File: src/sv/sbct_pkg.sv
// ----------------------------------------------------------------------------
// sbct_pkg
// Shared types and constants for the swept box collision test core.
// ----------------------------------------------------------------------------
package sbct_pkg;

  // fixed field widths
  localparam int MOVE_BITS    = 24;
  localparam int CONTACT_BITS = 24;
  localparam int TOUT_BITS    = 32;

  // slab times are 64 bit signed fixed point
  typedef logic signed [63:0] time_t;

  localparam time_t T_BIG     = 64'sh2000_0000_0000_0000;
  localparam time_t T_NEG_BIG = 64'shE000_0000_0000_0000;
  localparam time_t T_NEG_INF = 64'sh8000_0000_0000_0000;
  localparam time_t T_POS_INF = 64'sh7FFF_FFFF_FFFF_FFFF;

  // face normal codes
  typedef enum logic [2:0] {
    NORM_NONE  = 3'd0,
    NORM_POS_X = 3'd1,
    NORM_NEG_X = 3'd2,
    NORM_POS_Y = 3'd3,
    NORM_NEG_Y = 3'd4
  } norm_t;

  // per item result flags carried down the back end
  typedef struct packed {
    logic                 miss;
    logic                 hit;
    logic                 neg_inf;
    logic                 tneg;
    norm_t                normal;
    logic [TOUT_BITS-1:0] tsat;
  } slab_res_t;

endpackage

File: src/sv/sbct_div.sv
// ----------------------------------------------------------------------------
// sbct_div
// Pipelined restoring divider: one quotient bit per register stage.
// Dividend is the magnitude shifted left by SHIFT bits.
// ----------------------------------------------------------------------------
module sbct_div import sbct_pkg::*; #(
  parameter int MAG_W = 17,
  parameter int SHIFT = 24
) (
  input  logic                     clk,
  input  logic                     en,
  input  logic [MAG_W-1:0]         num_mag,
  input  logic [MOVE_BITS-1:0]     den_mag,
  output logic [MAG_W+SHIFT-1:0]   quo,
  output logic                     rem_nz
);

  localparam int QUO_W = MAG_W + SHIFT;

  logic [QUO_W-1:0]     nq_in   [QUO_W];
  logic [MOVE_BITS-1:0] rem_in  [QUO_W];
  logic [MOVE_BITS-1:0] den_in  [QUO_W];
  logic [QUO_W-1:0]     nq_nxt  [QUO_W];
  logic [MOVE_BITS-1:0] rem_nxt [QUO_W];
  logic [QUO_W-1:0]     nq_r    [QUO_W];
  logic [MOVE_BITS-1:0] rem_r   [QUO_W];
  logic [MOVE_BITS-1:0] den_r   [QUO_W];

  for (genvar i = 0; i < QUO_W; i++) begin : g_stage
    logic [MOVE_BITS:0] trial;
    logic [MOVE_BITS:0] diff;
    logic               ge;

    // stage input: fresh operands or previous stage
    if (i == 0) begin : g_first
      assign nq_in[i]  = {num_mag, {SHIFT{1'b0}}};
      assign rem_in[i] = '0;
      assign den_in[i] = den_mag;
    end else begin : g_next
      assign nq_in[i]  = nq_r[i-1];
      assign rem_in[i] = rem_r[i-1];
      assign den_in[i] = den_r[i-1];
    end

    // trial subtract of the divisor
    assign trial      = {rem_in[i], nq_in[i][QUO_W-1]};
    assign diff       = trial - {1'b0, den_in[i]};
    assign ge         = (trial >= {1'b0, den_in[i]});
    assign rem_nxt[i] = ge ? diff[MOVE_BITS-1:0] : trial[MOVE_BITS-1:0];
    assign nq_nxt[i]  = {nq_in[i][QUO_W-2:0], ge};

    always_ff @(posedge clk) begin
      if (en) begin
        nq_r[i]  <= nq_nxt[i];
        rem_r[i] <= rem_nxt[i];
        den_r[i] <= den_in[i];
      end
    end
  end

  assign quo    = nq_r[QUO_W-1];
  assign rem_nz = |rem_r[QUO_W-1];

endmodule

File: config.mk
export PLATFORM = sky130hd
export DESIGN_NAME = sbct_div
export DESIGN_NICKNAME = d
export VERILOG_FILES = /design/src/sv/sbct_pkg.sv /design/src/sv/sbct_div.sv
export SDC_FILE = /design/constraint.sdc
export NUM_CORES = 2
export LEC_CHECK = 0
export BUFFER_PORTS_ARGS = -buffer_cell sky130_fd_sc_hd__buf_2
export CORE_MARGIN = 3
export CORE_UTILIZATION = 55
export CTS_CLUSTER_DIAMETER = 150
export CTS_CLUSTER_SIZE = 20
export DETAILED_ROUTE_END_ITERATION = 8
export PLACE_DENSITY = 0.75
export SKIP_LAST_GASP = 1
export SYNTH_ARGS = -nofsm -noshare
export SYNTH_HDL_FRONTEND = slang
export SYNTH_SLANG_ARGS = --single-unit
File: constraint.sdc
create_clock -name clk -period 9.95 [get_ports clk]
set_input_delay 0.995 -clock clk [delete_from_list [all_inputs] [get_ports clk]]
set_output_delay 0.995 -clock clk [all_outputs]
set_load 0.005 [all_outputs]
==> Flow_metrics.wiki <==
{| class="wikitable"
! Metric !! Value
|-
| DRT Wirelength || 312700 um
|-
| IO Pins || 85
|-
| Post-cts hold buffer count || 0
|-
| Global route total overflow || 0
|-
| WHS Endpoint || nq_r[0][36]
|-
| Clock slew seen by the registers of the worst setup and hold paths || ~0.080 ns
|-
| Slew of the pin with the lowest slew margin || approximately 1.3 ns
|-
| Final hold violation count || 0
|-
| Post-CTS setup-driven buffer insertion count || 0
|-
| Total number of placement rows || 189
|-
| Share of synthesized area occupied by flip-flops and latches || 59.66%
|-
| Antenna-violating nets left || 0
|-
| EDFF count, synth || between 2k and 3k
|-
| Register-to-Register Setup Slack || about 5.7 ns
|-
| Most repeated cell in the gate-level netlist after synthesis || sky130_fd_sc_hd__edfxtp_1
|-
| Required arrival time at the worst endpoint || 10.56 ns
|-
| Maximum resistive drop on vdd || 176.0 uV
|-
| Cell area power density || 310.8 nW/um^2
|-
| Ranking of synthesized cells by instance count || sky130_fd_sc_hd__edfxtp_1, sky130_fd_sc_hd__inv_1, sky130_fd_sc_hd__ha_1, sky130_fd_sc_hd__a21oi_1, sky130_fd_sc_hd__nor2_1
|-
| Initial core utilization || a little under three fifths
|-
| Clock buffer count from CTS || 173
|-
| Number of endpoints failing setup at the final stage || 0
|-
| Hold path start || num_mag[11]
|-
| Area grow syn2layout || 6.228%
|-
| Max Root-Sink Buffers || 4
|-
| CTS Root Cell || sky130_fd_sc_hd__clkbuf_16
|-
| NumNets Final || 12.85k
|-
| Startpoint of the lowest-slack register-to-register path || den_r[4][147]
|-
| Antenna violations before repair || 4
|-
| Dpl hpwl || 228700 um
|-
| First DRT Iteration DRCs || roughly 7.6k
|-
| Area contributors post-synth || sky130_fd_sc_hd__edfxtp_1, sky130_fd_sc_hd__ha_1, sky130_fd_sc_hd__mux2_2
|-
| Number of fill cells in the layout || 20.85k
|-
| Startpoint kind of the worst setup timing path || flop
|-
| Router iterations before antenna repair || 6
|-
| Hold Crit Class || input port to flop
|-
| Maximum net fanout on the critical path || 24
|-
| Fraction of post-synthesis cell area in the top cell type by area || about three fifths
|-
| Number of H-tree levels || 4
|-
| Leading register cell type out of synthesis || sky130_fd_sc_hd__edfxtp_1
|-
| Cell taking the most area after synthesis || sky130_fd_sc_hd__edfxtp_1
|-
| Relative slew margins || 14.08%
|-
| Post-route DRC || 0
|-
| Number of input and output port buffers inserted || 84
|-
| TritonCTS clock tree || done
|-
| Unrepaired setup endpoints after global routing || no
|-
| First-pass GRT wire length || 490700 um
|-
| Post-synth design cell area || 148000 um^2
|-
| Chip Height || 524.8 um
|-
| Final number of max-transition violations || 0
|-
| Outcome || completed
|-
| Via Count || 89.64k
|-
| Wire length per cell || 20.38 um
|-
| Clock tree sinks || a little under 3k
|-
| Final-layout setup total negative slack || 0 ns
|-
| Final period util || 42.52%
|-
| Leakage || 0.06193 uW
|-
| Distinct cell type count after synthesis || 94
|-
| Worst Reg2Reg Path Length in Cells || 12
|-
| Fraction of layout cells with a size suffix above 1 || 8.259%
|-
| Resize count post-CTS || 0
|-
| Horizontal die dimension || 524.8 um
|-
| Routability congestion estimate from global placement || between 0.9 and 1
|-
| Synthesized net count || 12.72k
|-
| Cell count after synthesis || 11.68k
|-
| Placeable Area || around 270000 um^2
|-
| Seq cells post-synth || 2941
|-
| FMAX || 0.2363 GHz
|-
| Die ar. || ~280000 um^2
|-
| Detail-routed via count per cell || 5.842
|-
| Worst Clk Skew || ~0.077 ns
|-
| Number of global-route vias before repair || 88.19k
|-
| Number of warnings issued by yosys || 0
|-
| Pin count of the biggest net entering global routing || just under 200
|-
| Post-synthesis area per instance || 12.68 um^2
|-
| Path type of the worst setup path || flop to flop
|-
| Total routing resource utilization after global routing || between 20% and 30%
|-
| Worst hold path cell count || 1
|-
| Critical Path End Type || flop
|-
| Endpoint of the worst register-to-register path || rem_r[4][173]
|-
| Fraction of registers with async set/reset || 0%
|-
| Final min period || 4.231 ns
|-
| Clock network latency to the later pin of the worst-skew pair || 0.89 ns
|-
| Max capacitance violation total || 0
|-
| Data arrival time at the worst-slack endpoint || 4.84 ns
|-
| Final hold slack || 0.2962 ns
|}
registers in the layout, indices dropped and copies added, names as in the netlist:
register,cells
den_r,960
rem_r,984
nq_r,997
cells by family after synthesis:
kind of cell             count (synthesis)  share of synthesized area [%]
AO/OA/AOI/OAI                         2657                          11.47
XOR/XNOR                               753                          4.456
adder cells (fa/ha/maj)               1002                          8.673
buffers and inverters                 1433                          3.701
flip-flops                            2941                          59.66
multiplexers                           618                          4.672
AND/OR/NAND/NOR                       2274                          7.366
report_power, final:
| group | internal, uW | switching [uW] | leakage (uW) |
|---|---|---|---|
| clock | 3120 | 3830 | 0.00217 |
| combinational | 10100 | 12200 | 0.0310 |
| sequential | 17800 | 1840 | 0.0287 |
metal layers:
metal	global-route usage (%)	part of all wire (%)	vias up
met1	29.92	43	43830
met2	37.69	49	2206
met5	0	0	-
met3	2.520	4.4	483
li1	-	-	43119
met4	7.394	3.6	0
worst max path at each step:
stage / startpoint / end / slack (ns) / cells past startpoint
finish: den_r[4][147] / rem_r[4][173] / 5.72 / 12
global route: den_r[0][144] / rem_r[0][190] / 5.42 / 11
CTS: den_r[4][147] / rem_r[4][191] / 5.74 / 12
detailed placement: den_mag[11] / rem_r[0][0] / 5.36 / 6
global placement: den_mag[11] / rem_r[0][0] / 5.65 / 6
floorplan: den_r[2][25] / rem_r[2][54] / 6.43 / 13
placed cells by master (no fill, tap or decap), drive strengths merged, types with 31 or more instances in the layout:
cell type,count
a211oi,70
a21boi,52
a21o,384
a21oi,840
a31oi,94
and2,40
and3,74
buf,149
clkbuf,173
edfxtp,2941
fa,40
ha,962
inv,1238
mux2,568
mux2i,50
nand2,556
nand2b,114
nand3,169
nand4,118
nor2,694
nor2b,143
nor3,146
nor4,43
o211ai,49
o21a,155
o21ai,560
o21bai,103
o31a,31
o31ai,46
or3,51
xnor2,502
xor2,251
area by class of cell:
class                           count  area [um^2]  area share [%]
Multi-Input combinational cell   7304        54390           34.59
Tap cell                         3533         4420           2.811
Clock inverter                      6        81.33         0.05172
Inverter                         1233         4628           2.943
Timing Repair Buffer              149         1061          0.6748
Clock buffer                      173         4329           2.753
Antenna cell                        4        10.01        0.006366
Sequential cell                  2941        88310           56.17
worst max-delay path: stages, from the launching register on:
cell and delay, ns:
sky130_fd_sc_hd__edfxtp_1 0.35, sky130_fd_sc_hd__inv_1 0.05, sky130_fd_sc_hd__ha_1 0.35, sky130_fd_sc_hd__a21o_1 0.20, sky130_fd_sc_hd__a21oi_1 0.14, sky130_fd_sc_hd__o21ai_0 0.27
sky130_fd_sc_hd__a211o_1 0.38, sky130_fd_sc_hd__and3_1 0.18, sky130_fd_sc_hd__o31ai_1 0.44, sky130_fd_sc_hd__a21oi_1 0.12, sky130_fd_sc_hd__o21ai_0 0.22, sky130_fd_sc_hd__nand2_1 0.72
sky130_fd_sc_hd__mux2_2 0.56
metrics by stage:
step,util [%],setup slack [ns],instances,cell area [um^2],total power (uW)
after floorplan,-,6.432,11678,148000,36140
after global placement,57.34,5.653,15160,152800,41210
after detailed placement,57.34,5.361,15160,152800,41830
after CTS,59.00,5.736,15339,157200,48970
after global routing,59.00,5.417,15342,157200,52190
final,59.00,5.719,15343,157200,48880
Note: power is estimated with default switching activity, not from simulation.
